==> src/design/afca_pkg.sv <==
// ----------------------------------------------------------------------------
// afca_pkg: shared types and constants for the ADC frame coherence assembler
// Beat layouts for the event and result channels, operation codes, the
// millisecond reciprocal and the saturating counter helper.
// ----------------------------------------------------------------------------
`timescale 1ns / 1ps

package afca_pkg;

  // Operation codes carried in item_t.operation
  localparam logic [1:0] OP_COMPLETE = 2'd0;
  localparam logic [1:0] OP_ERROR    = 2'd1;
  localparam logic [1:0] OP_POP      = 2'd2;

  // floor(t / 1000) == (t * MS_RECIP) >> MS_SHIFT for every 32-bit t
  localparam int           MS_SHIFT = 38;
  localparam logic [28:0]  MS_RECIP = 29'd274877907;

  localparam logic [15:0]  COUNT_MAX = 16'hFFFF;

  typedef struct packed {
    logic [1:0]  operation;
    logic [2:0]  converter;
    logic        half;
    logic [31:0] timer_count;
  } item_t;

  typedef struct packed {
    logic        block_pushed;
    logic        block_dropped;
    logic        pop_valid;
    logic [31:0] pop_sequence;
    logic [22:0] pop_time_ms;
    logic [15:0] frame_errors;
    logic [15:0] drop_count;
    logic [15:0] converter_errors;
  } result_t;

  function automatic logic [15:0] sat_inc(input logic [15:0] v);
    return (v == COUNT_MAX) ? v : v + 16'd1;
  endfunction

endpackage

==> src/design/adc_frame_coherence_assembler.sv <==
// ----------------------------------------------------------------------------
// adc_frame_coherence_assembler: double-buffer completion tracker
// Takes one event beat per unstalled cycle and returns exactly one result
// beat for it via the input and result registers. The timer is scaled to
// milliseconds by a reciprocal multiply ahead of the input register; all
// state (per-converter generations, per-half ready masks, the tag ring and
// the saturating counters) is read and updated in the single stage between
// the input register and the result register, so the sustained rate is one
// event per unstalled cycle. The tag ring has RING_SLOTS entries and holds
// at most RING_SLOTS - 1 tags; no clearing pass is needed after reset.
// ----------------------------------------------------------------------------
`timescale 1ns / 1ps

module adc_frame_coherence_assembler #(
  parameter int NUM_CONVERTERS = 5,
  parameter int RING_SLOTS     = 4
) (
  input  logic              clk,
  input  logic              rst,
  input  logic              item_valid,
  output logic              item_stall,
  input  afca_pkg::item_t   item,
  output logic              result_valid,
  input  logic              result_stall,
  output afca_pkg::result_t result
);

  localparam int RING_W = $clog2(RING_SLOTS);
  localparam logic [NUM_CONVERTERS-1:0] ALL_READY = '1;
  localparam logic [RING_W-1:0] RING_LAST = RING_W'(RING_SLOTS - 1);

  // Handshake
  logic item_fire;
  logic s1_fire;
  logic out_free;

  // Input register
  logic        s1_valid;
  logic [1:0]  s1_op;
  logic [2:0]  s1_conv;
  logic        s1_half;
  logic [22:0] s1_time_ms;
  logic [60:0] time_prod;

  // State
  logic [31:0]               conv_gen        [NUM_CONVERTERS];
  logic [31:0]               conv_gen_next   [NUM_CONVERTERS];
  logic [31:0]               half_gen        [2];
  logic [31:0]               half_gen_next   [2];
  logic [NUM_CONVERTERS-1:0] half_ready      [2];
  logic [NUM_CONVERTERS-1:0] half_ready_next [2];
  logic [31:0]               ring_seq        [RING_SLOTS];
  logic [22:0]               ring_time       [RING_SLOTS];
  logic [RING_W-1:0]         write_slot;
  logic [RING_W-1:0]         write_slot_next;
  logic [RING_W-1:0]         read_slot;
  logic [RING_W-1:0]         read_slot_next;
  logic [15:0]               frame_error_total;
  logic [15:0]               frame_error_total_next;
  logic [15:0]               drop_total;
  logic [15:0]               drop_total_next;
  logic [15:0]               error_event_total;
  logic [15:0]               error_event_total_next;

  // Completion datapath
  logic                      conv_known;
  logic [NUM_CONVERTERS-1:0] conv_bit;
  logic [31:0]               gen_cur;
  logic [31:0]               gen_new;
  logic                      parity_err;
  logic [NUM_CONVERTERS-1:0] ready_cur;
  logic                      restart;
  logic                      restart_err;
  logic [NUM_CONVERTERS-1:0] mask_kept;
  logic                      dup;
  logic [NUM_CONVERTERS-1:0] mask_set;
  logic                      block_done;
  logic [RING_W-1:0]         write_slot_inc;
  logic [RING_W-1:0]         read_slot_inc;
  logic                      ring_full;
  logic                      ring_empty;
  logic                      ring_we;
  logic [1:0]                fe_inc;
  logic [16:0]               fe_sum;
  afca_pkg::result_t         result_next;

  assign out_free   = !result_valid || !result_stall;
  assign s1_fire    = s1_valid && out_free;
  assign item_stall = s1_valid && !out_free;
  assign item_fire  = item_valid && !item_stall;

  assign time_prod = 61'(item.timer_count) * 61'(afca_pkg::MS_RECIP);

  always_ff @(posedge clk) begin
    if (rst) begin
      s1_valid <= 1'b0;
    end else if (item_fire) begin
      s1_valid <= 1'b1;
    end else if (s1_fire) begin
      s1_valid <= 1'b0;
    end
  end

  always_ff @(posedge clk) begin
    if (item_fire) begin
      s1_op      <= item.operation;
      s1_conv    <= item.converter;
      s1_half    <= item.half;
      s1_time_ms <= time_prod[afca_pkg::MS_SHIFT +: 23];
    end
  end

  always_comb begin
    conv_known = 1'b0;
    gen_cur    = '0;
    conv_bit   = '0;
    for (int i = 0; i < NUM_CONVERTERS; i++) begin
      if (s1_conv == 3'(i)) begin
        conv_known  = 1'b1;
        gen_cur     = conv_gen[i];
        conv_bit[i] = 1'b1;
      end
    end
    gen_new     = gen_cur + 32'd1;
    parity_err  = gen_cur[0] != s1_half;
    ready_cur   = half_ready[s1_half];
    restart     = (ready_cur == '0) || (half_gen[s1_half] != gen_new);
    restart_err = restart && (ready_cur != '0);
    mask_kept   = restart ? '0 : ready_cur;
    dup         = |(mask_kept & conv_bit);
    mask_set    = (dup ? '0 : mask_kept) | conv_bit;
    block_done  = mask_set == ALL_READY;

    write_slot_inc = (write_slot == RING_LAST) ? '0 : write_slot + RING_W'(1);
    read_slot_inc  = (read_slot == RING_LAST) ? '0 : read_slot + RING_W'(1);
    ring_full      = write_slot_inc == read_slot;
    ring_empty     = read_slot == write_slot;

    conv_gen_next          = conv_gen;
    half_gen_next          = half_gen;
    half_ready_next        = half_ready;
    write_slot_next        = write_slot;
    read_slot_next         = read_slot;
    drop_total_next        = drop_total;
    error_event_total_next = error_event_total;
    ring_we                = 1'b0;
    fe_inc                 = 2'd0;
    result_next            = '0;

    case (s1_op)
      afca_pkg::OP_COMPLETE: begin
        if (conv_known) begin
          fe_inc = 2'(parity_err) + 2'(restart_err) + 2'(dup);
          for (int i = 0; i < NUM_CONVERTERS; i++) begin
            if (conv_bit[i]) begin
              conv_gen_next[i] = gen_new;
            end
          end
          if (restart) begin
            half_gen_next[s1_half] = gen_new;
          end
          half_ready_next[s1_half] = block_done ? '0 : mask_set;
          if (block_done) begin
            if (ring_full) begin
              drop_total_next           = afca_pkg::sat_inc(drop_total);
              result_next.block_dropped = 1'b1;
            end else begin
              ring_we                  = 1'b1;
              write_slot_next          = write_slot_inc;
              result_next.block_pushed = 1'b1;
            end
          end
        end
      end
      afca_pkg::OP_ERROR: begin
        error_event_total_next = afca_pkg::sat_inc(error_event_total);
        half_ready_next[0]     = '0;
        half_ready_next[1]     = '0;
      end
      afca_pkg::OP_POP: begin
        if (!ring_empty) begin
          result_next.pop_valid    = 1'b1;
          result_next.pop_sequence = ring_seq[read_slot];
          result_next.pop_time_ms  = ring_time[read_slot];
          read_slot_next           = read_slot_inc;
        end
      end
      default: begin
      end
    endcase

    // at most two frame errors per completion; saturate the sum
    fe_sum = {1'b0, frame_error_total} + 17'(fe_inc);
    frame_error_total_next = fe_sum[16] ? afca_pkg::COUNT_MAX : fe_sum[15:0];

    result_next.frame_errors     = frame_error_total_next;
    result_next.drop_count       = drop_total_next;
    result_next.converter_errors = error_event_total_next;
  end

  always_ff @(posedge clk) begin
    if (rst) begin
      for (int i = 0; i < NUM_CONVERTERS; i++) begin
        conv_gen[i] <= '0;
      end
      half_gen[0]       <= '0;
      half_gen[1]       <= '0;
      half_ready[0]     <= '0;
      half_ready[1]     <= '0;
      write_slot        <= '0;
      read_slot         <= '0;
      frame_error_total <= '0;
      drop_total        <= '0;
      error_event_total <= '0;
    end else if (s1_fire) begin
      conv_gen          <= conv_gen_next;
      half_gen          <= half_gen_next;
      half_ready        <= half_ready_next;
      write_slot        <= write_slot_next;
      read_slot         <= read_slot_next;
      frame_error_total <= frame_error_total_next;
      drop_total        <= drop_total_next;
      error_event_total <= error_event_total_next;
    end
  end

  // Tag ring storage: written only at the write slot, no reset
  always_ff @(posedge clk) begin
    if (s1_fire && ring_we) begin
      ring_seq[write_slot]  <= gen_new;
      ring_time[write_slot] <= s1_time_ms;
    end
  end

  // Result register: advance whenever the downstream beat is taken or absent
  always_ff @(posedge clk) begin
    if (rst) begin
      result_valid <= 1'b0;
    end else if (out_free) begin
      result_valid <= s1_valid;
    end
  end

  always_ff @(posedge clk) begin
    if (s1_fire) begin
      result <= result_next;
    end
  end

  a_push_xor_drop: assert property (@(posedge clk) disable iff (rst)
    result_valid |-> !(result.block_pushed && result.block_dropped))
    else $error("block both pushed and dropped");

  a_empty_pop_zero: assert property (@(posedge clk) disable iff (rst)
    (result_valid && !result.pop_valid) |->
      (result.pop_sequence == 32'd0 && result.pop_time_ms == 23'd0))
    else $error("pop fields nonzero without a tag");

  a_fe_monotonic: assert property (@(posedge clk) disable iff (rst)
    s1_fire |=> frame_error_total >= $past(frame_error_total))
    else $error("frame error count went down");

  a_no_stall_when_empty: assert property (@(posedge clk) disable iff (rst)
    !s1_valid |-> !item_stall)
    else $error("stall raised with an empty input register");

endmodule
==> config.mk <==
export PLATFORM = sky130hd
export DESIGN_NAME = adc_frame_coherence_assembler
export DESIGN_NICKNAME = d
export VERILOG_FILES = /design/src/design/afca_pkg.sv /design/src/design/adc_frame_coherence_assembler.sv
export SDC_FILE = /design/constraint.sdc
export NUM_CORES = 2
export LEC_CHECK = 0
export ABC_AREA = 1
export BUFFER_PORTS_ARGS = -buffer_cell sky130_fd_sc_hd__buf_2
export CAP_MARGIN = 30
export CORE_MARGIN = 3
export CORE_UTILIZATION = 32
export DETAILED_ROUTE_END_ITERATION = 10
export GPL_ROUTABILITY_DRIVEN = 0
export PLACE_DENSITY = 0.54
export SYNTH_ARGS = -nofsm -noshare
export SYNTH_HDL_FRONTEND = slang
export SYNTH_SLANG_ARGS = --single-unit
export TNS_END_PERCENT = 30
==> constraint.sdc <==
create_clock -name clk -period 9.2 [get_ports clk]
set_input_delay 1.84 -clock clk [delete_from_list [all_inputs] [get_ports clk]]
set_output_delay 1.84 -clock clk [all_outputs]
set_load 0.02 [all_outputs]
Word-level counts from Yosys, hierarchy flattened:

Memories as Yosys holds them, arrays and structs flattened. A register that Yosys moved wholly into a read port is not among the register bits.
Cells that the tools add are included.

* add/subtract/negate cells: 8
* $mul: 1
* magnitude comparators: 2
* equality and inequality tests: 16
* multiplexer cells: 57
* bitwise logic cells: 6
* reduce and logical (&&, ||, !) cells: 30

Operator list (number)
* 2-to-1 mux 32 bit: 9
* 2-to-1 mux 16 bit: 8
* bitwise mux 64 bit: 1
* multiplier 32 x 29 -> 61 bit, second input constant: 1
* 2-to-1 mux 56 bit: 1
* 2-to-1 mux 5 bit: 7
* adder 16 x 1 -> 16 bit, second input constant: 2
* adder 32 x 1 -> 32 bit, second input constant: 1
* demux 32 bit (select 1 bit): 1
* == test 16 bit, second input constant: 2
* != test 32 bit: 1
* AND reduction 4 bit: 6
* case mux 10 bit (2 select lines): 1
* 2-to-1 mux 1 bit: 18
* adder 16 x 2 -> 17 bit: 1
* 2-to-1 mux 2 bit: 8
* bitwise mux 10 bit: 1
* 2-to-1 mux 10 bit: 1
* AND reduction 3 bit: 3
* == test 2 bit, second input constant: 3
* == test 3 x 2 -> 1 bit, second input constant: 2
* logical AND 1 bit: 6
* bitwise AND 5 bit: 1
* demux 5 bit (select 1 bit): 1
* other kinds (25): 34

* register bits: 423
* bits in writable memories: 220
* input bits: 42
* output and inout bits: 108
* logic and storage cells: 150
* memories kept: 2

Memories
* ring_seq: depth 4, width 32, read ports 1, clocked after Yosys merged registers in 1, wr ports 1, line adc_frame_coherence_assembler.sv:52 `logic [31:0] ring_seq [RING_SLOTS];`
* ring_time: depth 4, width 23, read ports 1, clocked after Yosys merged registers in 1, wr ports 1, line adc_frame_coherence_assembler.sv:53 `logic [22:0] ring_time [RING_SLOTS];`

Depth between registers and ports, before layout:

* word-level depth: 21
* mapped depth: 45
* mapped depth without buffers: 44

Worst setup path after synthesis:

Ideal clock, no wire load.

* path kind: input -> register
* start point: input item[7] (netlist name)
* end point: register s1_time_ms[16], data pin
* setup time: 0.266 ns
* data arrival time: 7.659 ns
* data required time: 8.934 ns
* path slack: 1.275 ns
* stages on the path: 25
* buffers on the path: 0
* path through: ha_1 -> fa_1 -> fa_1 -> fa_1 -> inv_1 -> fa_1 -> inv_1 -> fa_1 -> fa_1 -> fa_1 -> ha_1 -> a21oi_1 -> nand2_1 -> a221oi_1 -> o21ai_0 -> a21oi_1 -> nor2_1 -> nor2_1 -> nor3_1 -> o21ai_0 -> o211ai_1 -> a21o_1 -> a21boi_0 -> o221ai_1 -> xor2_1

* longest elaborated chain between the ends: 1

Ends and longest elaborated chain
* start: declaration: line adc_frame_coherence_assembler.sv:22 `input afca_pkg::item_t item,`
* multiplier 32 x 29 -> 61 bit: line adc_frame_coherence_assembler.sv:92 `assign time_prod = 61'(item.timer_count) * 61'(afca_pkg::MS_RECIP);`
* via time_prod[54]: line adc_frame_coherence_assembler.sv:43 `logic [60:0] time_prod;`
* end signal: assignment: line adc_frame_coherence_assembler.sv:109 `s1_time_ms <= time_prod[afca_pkg::MS_SHIFT +: 23];`
* end: declaration: line adc_frame_coherence_assembler.sv:42 `logic [22:0] s1_time_ms;`

The timed path passes the listed nets, and every way through them passes these cells.
A chain may end at the register's enable or synchronous reset.

Worst setup path in the final report:

* start point: input item[14] (netlist name)
* end point: register s1_time_ms[16], data pin

The elaborated chain is that of the path after synthesis.

==> impl_metrics.prom <==
# TYPE chip_impl_metric gauge
chip_impl_info{name="status",value="finished clean"} 1
chip_impl_metric{name="timing.critical_path.fanout_max",unit=""} 11
chip_impl_info{name="r2r_start",value="s1_conv[0]"} 1
chip_impl_metric{name="peakVddDrop",unit="mV"} 0.545
chip_impl_metric{name="synth_top_cell_area_share",unit="%"} 24.9
chip_impl_metric{name="total_leakage_power",unit="nW"} 21.9
chip_impl_info{name="ctsRootBufferMaster",value="clkbuf_16"} 1
chip_impl_info{name="critical_path.endpoint_type",value="flop"} 1
chip_impl_metric{name="synthDistinctLibCells",unit=""} 52
chip_impl_metric{name="ctsResizeCount",unit=""} 0
chip_impl_metric{name="post-cts-setup-buffers",unit=""} 0
chip_impl_info{name="post-synth-top-count-cell",value="inv_1"} 1
chip_impl_info{name="netlist.top_cell.by_area",value="edfxtp_1"} 1
chip_impl_metric{name="worst_r2r_path_cells",unit=""} 36
chip_impl_metric{name="synth_adder_area_share",unit="%"} 25.6
chip_impl_metric{name="synth.mux.area_fraction",unit="%"} 0.187
chip_impl_metric{name="setup_slack",unit="ns"} 0.931
chip_impl_metric{name="preCtsSetupSlack",unit="ns"} 0.327
chip_impl_metric{name="max_freq",unit="GHz"} 0.121
chip_impl_metric{name="top_level_ports",unit=""} 150
chip_impl_metric{name="grt_start_max_net_pins",unit=""} 89
chip_impl_metric{name="internal_power",unit="mW"} 8.86
chip_impl_metric{name="seq_power_share",unit="%"} 20.4
chip_impl_metric{name="start_util",unit="%"} 32.4
chip_impl_metric{name="p_comb_share",unit="%"} 63.1
chip_impl_metric{name="postSynthNetCount",unit=""} 5517
chip_impl_metric{name="dp.cells",unit=""} 6584
chip_impl_metric{name="maxSlewHeadroom",unit="%"} 37.0
chip_impl_metric{name="fin_crit",unit="ns"} 8.27
chip_impl_metric{name="post_synth_simple_gate_area",unit="%"} 15.3
chip_impl_metric{name="post_synth_instance_area",unit="sq mm"} 0.0429
chip_impl_metric{name="number_of_vias_per_cell_after_detailed_routing",unit=""} 4.81
chip_impl_info{name="worst-setup-path-type",value="in -> reg"} 1
chip_impl_info{name="worstHoldStart",value="half_gen[19]"} 1
chip_impl_metric{name="total_number_of_vias",unit=""} 32298
chip_impl_metric{name="nets",unit=""} 5639
chip_impl_info{name="combinational_family_with_the_most_area_after_synthesis",value="adder cells"} 1
chip_impl_metric{name="grt_antenna_before_repair",unit=""} 0
chip_impl_metric{name="power-per-cell-area",unit="mW/mm^2"} 349
chip_impl_metric{name="route.final.wire_length",unit="microns"} 118000
chip_impl_info{name="cpMostUsedCell",value="fa_1"} 1
chip_impl_info{name="synth_ff_type",value="edfxtp_1"} 1
chip_impl_metric{name="total_power",unit="mW"} 16.8
chip_impl_metric{name="yosys.area_share.xor_xnor",unit="%"} 0.974
chip_impl_metric{name="switching_power",unit="mW"} 7.90
chip_impl_metric{name="htree_levels",unit=""} 3
chip_impl_info{name="grt_setup_unrepaired",value="false"} 1
chip_impl_metric{name="synth_compound_gate_area_share",unit="%"} 10.4
chip_impl_metric{name="synthesis.area_per_instance",unit="sq um"} 8.98
chip_impl_metric{name="drt_iter0_markers",unit=""} 1841
chip_impl_info{name="synth_top_cells_by_area",value="edfxtp_1, fa_1, dfxtp_1, ha_1, inv_1"} 1
chip_impl_info{name="hold_path_end",value="half_gen[19]"} 1
chip_impl_metric{name="port_buffers",unit=""} 149
chip_impl_metric{name="number_of_synthesized_flops_with_an_enable_pin",unit=""} 355
chip_impl_metric{name="std_cell_rows",unit=""} 133
chip_impl_metric{name="power.share.clock",unit="%"} 16.4
chip_impl_metric{name="ys_seq_elements",unit=""} 645
chip_impl_metric{name="setup_tns",unit="ns"} 0
chip_impl_metric{name="worst_setup_hold_path_clk_slew",unit="ns"} 0.06
chip_impl_metric{name="grt_usage",unit="%"} 17.0
chip_impl_metric{name="wl_per_cell",unit="microns"} 17.5
chip_impl_metric{name="global_route_congestion_overflow_total",unit=""} 0
chip_impl_metric{name="fill_cells",unit=""} 13456
chip_impl_metric{name="hold_violations",unit=""} 0
chip_impl_metric{name="synth_seq_area_share",unit="%"} 38.4
chip_impl_metric{name="crit_path_max_incr_delay",unit="ns"} 0.54
chip_impl_metric{name="cts_made_buffers",unit=""} 68
chip_impl_metric{name="dp_hpwl",unit="microns"} 88000
chip_impl_metric{name="area_growth_syn_to_layout",unit="%"} 12.1
chip_impl_metric{name="vias_in_the_first_global_route",unit=""} 31656
chip_impl_metric{name="crit_arrival",unit="ns"} 8.62
chip_impl_metric{name="final.hold.worst_slack",unit="ns"} 0.452
chip_impl_metric{name="yosys_warnings",unit=""} 0
chip_impl_metric{name="slew_worst_pin",unit="ns"} 0.944
chip_impl_metric{name="route.antenna.remaining_nets",unit=""} 0
chip_impl_metric{name="final_layout_size_suffix_gt1_share",unit="%"} 8.76
chip_impl_metric{name="timing.final.max_slew_violations",unit=""} 0
chip_impl_metric{name="die-width",unit="microns"} 372
chip_impl_metric{name="timing.clock.skew",unit="ns"} 0.0275
chip_impl_metric{name="fp.coreArea",unit="sq mm"} 0.132
chip_impl_metric{name="dr.pass1.iters",unit=""} 5
chip_impl_metric{name="regToRegSetupSlack",unit="ns"} 1.28
chip_impl_metric{name="ctsLongestPathBuffers",unit=""} 3
chip_impl_metric{name="fin_crit_sh",unit="%"} 89.9
chip_impl_info{name="r2r_end",value="frame_error_total[10]"} 1
chip_impl_metric{name="cts_num_sinks",unit=""} 645
chip_impl_metric{name="post-route-util",unit="%"} 36.3
chip_impl_info{name="critPathSlowestCell",value="fa_1"} 1
chip_impl_metric{name="number_of_standard_cells_in_the_final_layout_excluding_fillers",unit=""} 6711
chip_impl_metric{name="grt_pass1_wl",unit="microns"} 184000
chip_impl_metric{name="required",unit="ns"} 9.55
chip_impl_info{name="timing.critical_path.from_type",value="input pin"} 1
chip_impl_metric{name="netlist_instances",unit=""} 4777
chip_impl_metric{name="cts_hold_buf",unit=""} 0
chip_impl_info{name="yosys-top-cells-count",value="inv_1, nor2_1, nand2_1, ha_1, o21ai_0"} 1
chip_impl_metric{name="drc",unit=""} 0
chip_impl_metric{name="dieHeight",unit="microns"} 372
chip_impl_metric{name="timing.hold.worst_path_depth",unit=""} 2
chip_impl_metric{name="drv.max_cap_violation_count",unit=""} 0
chip_impl_metric{name="overall_die_area",unit="sq mm"} 0.138
chip_impl_info{name="hold_path.class",value="reg -> reg"} 1
chip_impl_metric{name="setup-violations-final",unit=""} 0
chip_impl_info{name="clock_tree_from_tritoncts",value="yes"} 1
chip_impl_metric{name="clock_latency",unit="ns"} 0.62
chip_impl_metric{name="layout.cell_area.non_filler",unit="sq mm"} 0.0481
chip_impl_metric{name="placedInstanceArea",unit="sq mm"} 0.0458
chip_impl_metric{name="ys_async_sr_fraction",unit="%"} 0
chip_impl_metric{name="switching_share",unit="%"} 47.2
## final cells by class
cell class                      count  area, sq um  area share, %
Antenna cell                        1         2.50        0.00521
Timing Repair Buffer              222         1360           2.83
Multi-Input combinational cell   3103        22600           47.0
Tap cell                         1755         2200           4.57
Clock inverter                     26          278          0.578
Sequential cell                   645        16500           34.3
Clock buffer                      100         1970           4.09
Inverter                          859         3230           6.72
## layer usage
layer,up-vias,routed length [microns],track usage [%],share of wire (%)
met5,-,0,0,0
met4,0,3060,4.74,2.6
met3,154,4720,1.57,4.0
met2,719,56000,28.8,48
met1,15585,53900,23.0,46
li1,15840,-,-,-
## registers in the layout, summed over array words and instances, names as in the netlist, named ones only
name,count
conv_gen,160
ring_seq,128
result,106
ring_time,92
half_gen,64
s1_time_ms,23
drop_total,16
error_event_total,16
frame_error_total,16
half_ready,10
s1_conv,3
read_slot,2
s1_op,2
write_slot,2
result_valid,1
s1_half,1
s1_valid,1
## how the worst max path moves through the flow
stage / end / startpoint / slack (ns) / cells after the start
after floorplan: s1_time_ms[16] / item[7] / 1.28 / 25
after global placement: s1_time_ms[16] / item[16] / 0.45 / 26
after detailed placement: s1_time_ms[16] / item[14] / 0.33 / 26
after CTS: s1_time_ms[16] / item[13] / 1.02 / 26
after global routing: frame_error_total[4] / s1_conv[0] / 0.48 / 36
final: s1_time_ms[16] / item[14] / 0.93 / 26
## cell families (layout without fill, tap and decap cells)
kind of cell	count (synthesis)	count (layout)
other	0	1
flip-flops	645	645
AND/OR/NAND/NOR	1539	1539
multiplexers	8	8
buffers and inverters	1029	1207
adder cells (fa/ha/maj)	698	698
AO/OA/AOI/OAI	812	812
XOR/XNOR	46	46
## power groups by stage
stage               Combinational, mW  Clock [mW]  Sequential (mW)
CTS                              10.6        2.84             3.43
global placement                 10.5           0             3.49
detailed placement               10.5           0             3.49
global route                     12.2        2.95             3.44
floorplan                        7.35           0             3.48
finish                           10.6        2.76             3.43
## worst max-delay path, delay by kind of cell
family                     cells  cell delay (ns)
and+or+nand+nor                3             0.33
xor gates and xnor gates       1             0.16
adders and majority gates      9             4.03
AOI/OAI and AO/OA             10             1.79
buffers and inverters          3             0.48
## cell usage in the layout, fill, tap and decap left out, types with 15 or more instances in the layout
master	n
o21ai_0	360
inv_2	18
clkbuf_16	71
buf_2	148
nor2_2	22
fa_1	300
nor2_4	18
o211ai_1	96
ha_1	398
nand2_2	16
nand2_1	570
edfxtp_1	355
dfxtp_1	288
o21ai_1	18
nand3_1	167
nand3b_1	16
nor3_1	34
or2_2	20
a31oi_1	15
a21oi_1	278
clkbuf_1	21
nand4_1	83
nor2_1	575
inv_1	837
xor2_1	35
buf_4	69
Power figures use the tool's default switching activity.
